## config.mk

```make
export PLATFORM = sky130hd
export DESIGN_NAME = addressed_frame_receiver
export DESIGN_NICKNAME = d
export VERILOG_FILES = /design/src/hw/rtl/afr_pkg.sv /design/src/hw/rtl/afr_in_reg.sv /design/src/hw/rtl/afr_parser.sv /design/src/hw/rtl/addressed_frame_receiver.sv
export SDC_FILE = /design/constraint.sdc
export NUM_CORES = 1
export LEC_CHECK = 0
export BUFFER_PORTS_ARGS = -buffer_cell sky130_fd_sc_hd__buf_2
export CORE_UTILIZATION = 60
export DETAILED_ROUTE_END_ITERATION = 10
export PLACE_DENSITY = 0.85
export SLEW_MARGIN = 20
export SYNTH_ARGS = -nofsm -noshare
export SYNTH_HDL_FRONTEND = slang
export SYNTH_SLANG_ARGS = --single-unit
```

## constraint.sdc

```tcl
create_clock -name clk -period 10.99 [get_ports clk]
set_input_delay 1.6485 -clock clk [delete_from_list [all_inputs] [get_ports clk]]
set_output_delay 1.6485 -clock clk [all_outputs]
set_load 0.005 [all_outputs]
```

## src/hw/rtl/afr_pkg.sv

```systemverilog
// shared types and constants for the addressed frame receiver
`default_nettype none

package afr_pkg;

  // byte codes seen in a frame
  localparam logic [7:0] START_BYTE = 8'h3A;
  localparam logic [7:0] FUNC_TIME  = 8'hF1;
  localparam logic [7:0] FUNC_TEST  = 8'hF3;

  // header byte positions (start byte is position 0)
  localparam logic [15:0] HDR_ADDR   = 16'd1;
  localparam logic [15:0] HDR_FUNC   = 16'd2;
  localparam logic [15:0] HDR_LEN_LO = 16'd3;
  localparam logic [15:0] HDR_LEN_HI = 16'd4;

  // result kinds
  localparam logic KIND_PAYLOAD  = 1'b0;
  localparam logic KIND_COMPLETE = 1'b1;

  // host notify codes
  typedef enum logic [1:0] {
    NOTIFY_NONE = 2'd0,
    NOTIFY_TIME = 2'd1,
    NOTIFY_TEST = 2'd2
  } notify_t;

  // parser phase
  typedef enum logic [2:0] {
    PH_IDLE    = 3'b001,
    PH_HEADER  = 3'b010,
    PH_PAYLOAD = 3'b100
  } phase_t;

  // one registered input word
  typedef struct packed {
    logic       valid;
    logic [7:0] rx_byte;
  } in_word_t;

endpackage

`default_nettype wire

```

## src/hw/rtl/afr_in_reg.sv

```systemverilog
// input register stage for received bytes
`default_nettype none

module afr_in_reg (
  input  wire logic             clk,
  input  wire logic             rst_n,
  input  wire logic             in_valid,
  output logic                  in_ready,
  input  wire logic [7:0]       in_rx_byte,
  input  wire logic             take,
  output afr_pkg::in_word_t     word
);

  logic       valid_r;
  logic       valid_nxt;
  logic [7:0] byte_r;

  // room when empty or when the held word moves on this cycle
  assign in_ready  = !valid_r || take;
  assign valid_nxt = in_valid ? 1'b1 : (valid_r && !take);

  always_ff @(posedge clk) begin
    if (!rst_n) begin
      valid_r <= 1'b0;
    end else begin
      valid_r <= valid_nxt;
    end
  end

  // payload capture
  always_ff @(posedge clk) begin
    if (in_valid && in_ready) begin
      byte_r <= in_rx_byte;
    end
  end

  assign word.valid   = valid_r;
  assign word.rx_byte = byte_r;

endmodule

`default_nettype wire

```

## src/hw/rtl/afr_parser.sv

```systemverilog
// frame state tracking and result register
`default_nettype none

module afr_parser (
  input  wire logic              clk,
  input  wire logic              rst_n,
  input  wire afr_pkg::in_word_t word,
  output logic                   take,
  input  wire logic [7:0]        node_address,
  output logic                   out_valid,
  input  wire logic              out_ready,
  output logic                   out_kind,
  output logic [15:0]            out_payload_index,
  output logic [7:0]             out_payload_byte,
  output logic [7:0]             out_frame_function,
  output logic [15:0]            out_payload_length,
  output logic [7:0]             out_subfunction,
  output logic [1:0]             out_notify
);

  // frame state
  afr_pkg::phase_t phase_r, phase_nxt;
  logic [15:0]     count_r, count_nxt;
  logic [7:0]      addr_r, addr_nxt;
  logic [7:0]      func_r, func_nxt;
  logic [15:0]     len_r, len_nxt;
  logic [7:0]      first_r, first_nxt;

  // result register
  logic            out_valid_r, out_valid_nxt;
  logic            kind_r, kind_nxt;
  logic [15:0]     index_r, index_nxt;
  logic [7:0]      pbyte_r, pbyte_nxt;
  logic [7:0]      ofunc_r, ofunc_nxt;
  logic [15:0]     olen_r, olen_nxt;
  logic [7:0]      osub_r, osub_nxt;
  afr_pkg::notify_t notify_r, notify_nxt;

  logic            step;
  logic            emit;
  logic [7:0]      b;

  // a word advances when the result register is free or drains now
  assign take = !out_valid_r || out_ready;
  assign step = word.valid && take;
  assign b    = word.rx_byte;

  // next state and result for one byte
  always_comb begin
    phase_nxt  = phase_r;
    count_nxt  = count_r;
    addr_nxt   = addr_r;
    func_nxt   = func_r;
    len_nxt    = len_r;
    first_nxt  = first_r;
    emit       = 1'b0;
    kind_nxt   = afr_pkg::KIND_PAYLOAD;
    index_nxt  = 16'd0;
    pbyte_nxt  = 8'd0;
    ofunc_nxt  = 8'd0;
    olen_nxt   = 16'd0;
    osub_nxt   = 8'd0;
    notify_nxt = afr_pkg::NOTIFY_NONE;
    case (phase_r)
      afr_pkg::PH_IDLE: begin
        // the start byte counts as header position 0
        if (b == afr_pkg::START_BYTE) begin
          phase_nxt = afr_pkg::PH_HEADER;
          count_nxt = afr_pkg::HDR_ADDR;
        end
      end
      afr_pkg::PH_HEADER: begin
        count_nxt = count_r + 16'd1;
        case (count_r)
          afr_pkg::HDR_ADDR:   addr_nxt = b;
          afr_pkg::HDR_FUNC:   func_nxt = b;
          afr_pkg::HDR_LEN_LO: len_nxt  = {len_r[15:8], b};
          afr_pkg::HDR_LEN_HI: begin
            len_nxt   = {b, len_r[7:0]};
            count_nxt = 16'd0;
            // address check on the last header byte
            if (addr_r == node_address) begin
              phase_nxt = afr_pkg::PH_PAYLOAD;
            end else begin
              phase_nxt = afr_pkg::PH_IDLE;
            end
          end
          default: ;
        endcase
      end
      afr_pkg::PH_PAYLOAD: begin
        emit = 1'b1;
        if (count_r < len_r) begin
          if (count_r == 16'd0) begin
            first_nxt = b;
          end
          kind_nxt  = afr_pkg::KIND_PAYLOAD;
          index_nxt = count_r;
          pbyte_nxt = b;
          count_nxt = count_r + 16'd1;
        end else begin
          // end byte: consumed, frame complete
          phase_nxt = afr_pkg::PH_IDLE;
          count_nxt = 16'd0;
          kind_nxt  = afr_pkg::KIND_COMPLETE;
          ofunc_nxt = func_r;
          olen_nxt  = len_r;
          osub_nxt  = first_r;
          if (func_r == afr_pkg::FUNC_TIME) begin
            notify_nxt = afr_pkg::NOTIFY_TIME;
          end else if (func_r == afr_pkg::FUNC_TEST) begin
            notify_nxt = afr_pkg::NOTIFY_TEST;
          end
        end
      end
      default: begin
        phase_nxt = afr_pkg::PH_IDLE;
        count_nxt = 16'd0;
      end
    endcase
  end

  // result valid follows each stepped word
  always_comb begin
    if (step) begin
      out_valid_nxt = emit;
    end else if (out_ready) begin
      out_valid_nxt = 1'b0;
    end else begin
      out_valid_nxt = out_valid_r;
    end
  end

  // control and frame state
  always_ff @(posedge clk) begin
    if (!rst_n) begin
      phase_r     <= afr_pkg::PH_IDLE;
      count_r     <= 16'd0;
      addr_r      <= 8'd0;
      func_r      <= 8'd0;
      len_r       <= 16'd0;
      first_r     <= 8'd0;
      out_valid_r <= 1'b0;
    end else begin
      out_valid_r <= out_valid_nxt;
      if (step) begin
        phase_r <= phase_nxt;
        count_r <= count_nxt;
        addr_r  <= addr_nxt;
        func_r  <= func_nxt;
        len_r   <= len_nxt;
        first_r <= first_nxt;
      end
    end
  end

  // result payload
  always_ff @(posedge clk) begin
    if (step && emit) begin
      kind_r   <= kind_nxt;
      index_r  <= index_nxt;
      pbyte_r  <= pbyte_nxt;
      ofunc_r  <= ofunc_nxt;
      olen_r   <= olen_nxt;
      osub_r   <= osub_nxt;
      notify_r <= notify_nxt;
    end
  end

  assign out_valid          = out_valid_r;
  assign out_kind           = kind_r;
  assign out_payload_index  = index_r;
  assign out_payload_byte   = pbyte_r;
  assign out_frame_function = ofunc_r;
  assign out_payload_length = olen_r;
  assign out_subfunction    = osub_r;
  assign out_notify         = notify_r;

  // a held payload word lies inside the current frame length
  a_index_in_range: assert property (@(posedge clk) disable iff (!rst_n)
    (out_valid_r && kind_r == afr_pkg::KIND_PAYLOAD) |-> (index_r < len_r))
    else $error("payload index beyond frame length");

  // a held completion leaves the parser idle with a cleared count
  a_complete_idle: assert property (@(posedge clk) disable iff (!rst_n)
    (out_valid_r && kind_r == afr_pkg::KIND_COMPLETE) |->
      (phase_r == afr_pkg::PH_IDLE && count_r == 16'd0))
    else $error("completion held while parser not idle");

  // header position stays between address and length high
  a_header_count: assert property (@(posedge clk) disable iff (!rst_n)
    (phase_r == afr_pkg::PH_HEADER) |->
      (count_r >= afr_pkg::HDR_ADDR && count_r <= afr_pkg::HDR_LEN_HI))
    else $error("header position out of range");

  // only a start byte leaves idle
  a_idle_hold: assert property (@(posedge clk) disable iff (!rst_n)
    (step && phase_r == afr_pkg::PH_IDLE && b != afr_pkg::START_BYTE) |=>
      (phase_r == afr_pkg::PH_IDLE))
    else $error("idle left without start byte");

endmodule

`default_nettype wire

```

## src/hw/rtl/addressed_frame_receiver.sv

```systemverilog
// top level of the addressed frame receiver
//
//  channel  | ports                          | direction | word
//  ---------+--------------------------------+-----------+----------------------------
//  in       | in_valid/in_ready/in_rx_byte   | input     | one received byte
//  out      | out_valid/out_ready/out_*      | output    | payload byte or frame done
//  cfg      | cfg_valid/cfg_ready/cfg_node_address | input | node address register
//
//  Each byte passes through the input register and the parser, then its result (if any)
//  sits in the result register; one byte a cycle while out_ready keeps the result register draining.
//  The parser steps a byte whenever the result register is empty or drains that cycle.
//  While out_ready is low the input register still takes one more byte.
//  Reset (rst_n low, synchronous) returns the parser to waiting for a start byte.
//  The config port is always ready; a write takes effect on the next header check.
`default_nettype none

module addressed_frame_receiver (
  input  wire logic        clk,
  input  wire logic        rst_n,
  input  wire logic        in_valid,
  output logic             in_ready,
  input  wire logic [7:0]  in_rx_byte,
  output logic             out_valid,
  input  wire logic        out_ready,
  output logic             out_kind,
  output logic [15:0]      out_payload_index,
  output logic [7:0]       out_payload_byte,
  output logic [7:0]       out_frame_function,
  output logic [15:0]      out_payload_length,
  output logic [7:0]       out_subfunction,
  output logic [1:0]       out_notify,
  input  wire logic        cfg_valid,
  output logic             cfg_ready,
  input  wire logic [7:0]  cfg_node_address
);

  afr_pkg::in_word_t word;
  logic              take;
  logic [7:0]        node_addr_r;

  // node address register
  assign cfg_ready = 1'b1;

  always_ff @(posedge clk) begin
    if (!rst_n) begin
      node_addr_r <= 8'd0;
    end else if (cfg_valid && cfg_ready) begin
      node_addr_r <= cfg_node_address;
    end
  end

  // input stage
  afr_in_reg u_in_reg (
    .clk        (clk),
    .rst_n      (rst_n),
    .in_valid   (in_valid),
    .in_ready   (in_ready),
    .in_rx_byte (in_rx_byte),
    .take       (take),
    .word       (word)
  );

  // parser and result register
  afr_parser u_parser (
    .clk                (clk),
    .rst_n              (rst_n),
    .word               (word),
    .take               (take),
    .node_address       (node_addr_r),
    .out_valid          (out_valid),
    .out_ready          (out_ready),
    .out_kind           (out_kind),
    .out_payload_index  (out_payload_index),
    .out_payload_byte   (out_payload_byte),
    .out_frame_function (out_frame_function),
    .out_payload_length (out_payload_length),
    .out_subfunction    (out_subfunction),
    .out_notify         (out_notify)
  );

endmodule

`default_nettype wire

```

==> impl_metrics.tcl <==
set metrics [dict create \
    worstPathCellList "buf_2 -> nor2b_1 -> nand2_1 -> buf_2" \
    fp.dieW_um 101.4 \
    postCtsSetupRepairBufs 0 \
    skew_ns 0.008880 \
    htreeDepth 4 \
    cts_tree "built" \
    antenna_found_initial 0 \
    yosysTopAreaCellShare_pct 33.91 \
    avgSynthCellArea_sq_um 11.13 \
    track_usage_pct 25.75 \
    drt_wl_total_mm 12.18 \
    grt_overflow 0 \
    timing.fmax_mhz 259.9 \
    num_rows 35 \
    hold_ws_ns 0.4674 \
    drive_gt1_share_pct 20.96 \
    syn-num-nets 573 \
    required_ns 9.34 \
    relSlewSlack_pct 30.88 \
    io_pins 83 \
    synth_seq_cells 136 \
    final_area_sq_um 7047 \
    start_kind "primary input" \
    synthToLayoutAreaGrowth_pct 18.77 \
    cts_resized 0 \
    max_cap_violations 0 \
    cp_slowest_stage_delay_ns 0.21 \
    place_ws_ns 7.132 \
    yosysTopAreaCell "edfxtp_1" \
    wl_per_cell_um 16.15 \
    worst_slack_ns 7.142 \
    final_cells 754 \
    vias_per_cell 5.525 \
    ant_nets 0 \
    synthTopCellsByArea "edfxtp_1, dfxtp_1, and2_1" \
    crit_fanout 4 \
    num_vias 4166 \
    die_area_sq_um 10290 \
    dp_cells 722 \
    grt_pass1_vias 4007 \
    cts_buffer_depth 2 \
    grt_pass1_wl_mm 19.76 \
    worstMarginPinSlew_ns 1.029 \
    cts_made_buffers 17 \
    place_area_sq_um 6427 \
    ctsRootBufferMaster "clkbuf_8" \
    yosysSeqAreaShare_pct 57.19 \
    holdBufCountCts 0 \
    finalMaxSlewViolations 0 \
    start_util_pct 63.02 \
    clk_latency_ns 0.53 \
    setup_tns_ns 0 \
    critPathCaptureType "output port" \
    dp_hpwl_mm 8.260 \
    synth_area_sq_um 5933 \
    clk_pin_slew_ns 0.06 \
    post-route-period-util_pct 35.01 \
    power.total_mw 1.129 \
    drcViolationCount 0 \
    cts.sinks 136 \
    nFillCells 616 \
    fin_nets 652 \
    min_path_type "flop to flop" \
    mostFrequentLayoutCell "buf_2" \
    rsz0062_at_grt "no" \
    die_y_um 101.4 \
    post-route-util_pct 74.84 \
    yosysWarningCount 0 \
    final_cell_mix "buf_2, dfxtp_1, edfxtp_1" \
    antennaDiodeCount 0 \
    port_buffers 81 \
    path_common_cell "buf_2" \
    cpMaxStageDelayCell "nor2b_1" \
    first_pass_iters 4 \
    core_area_sq_um 9415 \
    first_iter_violations 213 \
    ys_types 52 \
    routabilityCongestion 0.8472 \
    peakVddDrop_uv 113.5 \
    period_minus_slack_ns 3.848 \
    critPathKind "primary input to output port" \
    p_per_area_nw_per_um2 160.2 \
    grt_start_max_net_pins 69 \
    setup_viol 0 \
    arrival_ns 2.20 \
    synthCells 533 \
    status "finished, final reports clean" \
    hold_viol_final 0 \
    power_leakage_nw 2.906 \
]
power breakdown:
| part | internal, mW | total [mW] | switching (mW) | leakage, nW |
|---|---|---|---|---|
| Sequential | 0.532 | 0.541 | 0.00825 | 1.32 |
| Clock | 0.348 | 0.569 | 0.222 | 0.296 |
| Combinational | 0.00941 | 0.0193 | 0.00993 | 1.29 |
cell families after synthesis:
| family | count (synthesis) | share of synthesized area (%) |
|---|---|---|
| simple gates | 232 | 21.59 |
| flops | 136 | 57.19 |
| compound gates | 48 | 5.589 |
| buf+inv | 44 | 3.016 |
| mux | 33 | 5.588 |
| xor+xnor | 20 | 2.952 |
| fa+ha+maj | 19 | 4.007 |
| other cells | 1 | 0.06320 |
flip-flops by register name (all words and copies together) (netlist names):
signal                       flops
u_parser.func_r                  8
u_parser.out_notify              2
u_in_reg.valid_r                 1
u_parser.first_r                 8
u_parser.out_payload_index      16
u_parser.out_payload_length     16
u_parser.len_r                  16
u_parser.out_valid               1
node_addr_r                      8
u_parser.out_subfunction         8
u_parser.out_kind                1
u_parser.out_payload_byte        8
u_parser.phase_r                 3
u_parser.out_frame_function      8
u_in_reg.byte_r                  8
u_parser.count_r                16
u_parser.addr_r                  8
layout make-up:
| type | instances | area (sq um) | share of cell area [%] |
|---|---|---|---|
| Multi-Input combinational cell | 353 | 2385 | 33.84 |
| Sequential cell | 136 | 3393 | 48.15 |
| Inverter | 21 | 78.83 | 1.119 |
| Clock inverter | 13 | 155.1 | 2.202 |
| Timing Repair Buffer | 83 | 420.4 | 5.966 |
| Tap cell | 129 | 161.4 | 2.290 |
| Clock buffer | 19 | 452.9 | 6.428 |
cells in the mapped netlist (all sizes together):
library cell / count
a2111oi: 1
a21boi: 16
a21o: 5
a21oi: 9
a221oi: 1
a22oi: 1
a2bb2oi: 1
a41oi: 1
and2: 53
and3: 1
and4: 3
and4b: 1
buf: 4
clkbuf: 19
conb: 1
dfxtp: 69
edfxtp: 67
ha: 19
inv: 21
mux2: 1
mux2i: 32
nand2: 52
nand2b: 3
nand3: 28
nand4: 7
nand4b: 1
nor2: 28
nor2b: 27
nor3: 12
nor3b: 2
nor4: 10
nor4bb: 1
o211ai: 1
o21a: 1
o21ai: 10
o311ai: 1
or2: 1
or3: 1
or3b: 1
xnor2: 17
xor2: 3
routing by layer:
layer  routed length [um]  track usage, %  up-vias
li1                     -               -     2019
met1                 5200           31.59     1979
met2                 6159           43.59      140
met3                  546           5.659       28
met4                  271           11.82        0
met5                    0               0        -
critical path, delay by kind of cell:
| family | cells | cell delay (ns) |
|---|---|---|
| simple gates | 2 | 0.32 |
| buf+inv | 2 | 0.23 |
worst paths after layout:
| kind | startpoint | endpoint | slack [ns] | depth (start not counted) |
|---|---|---|---|---|
| setup / recovery | out_ready | in_ready | 7.14 | 4 |
| hold / removal | u_parser.first_r[1] | u_parser.first_r[1] | 0.47 | 2 |
| setup reg to reg | u_parser.len_r[15] | u_parser.out_notify[0] | 8.15 | 8 |
| hold reg to reg | u_parser.first_r[1] | u_parser.first_r[1] | 0.47 | 2 |
(Power assumes the default switching activity.)
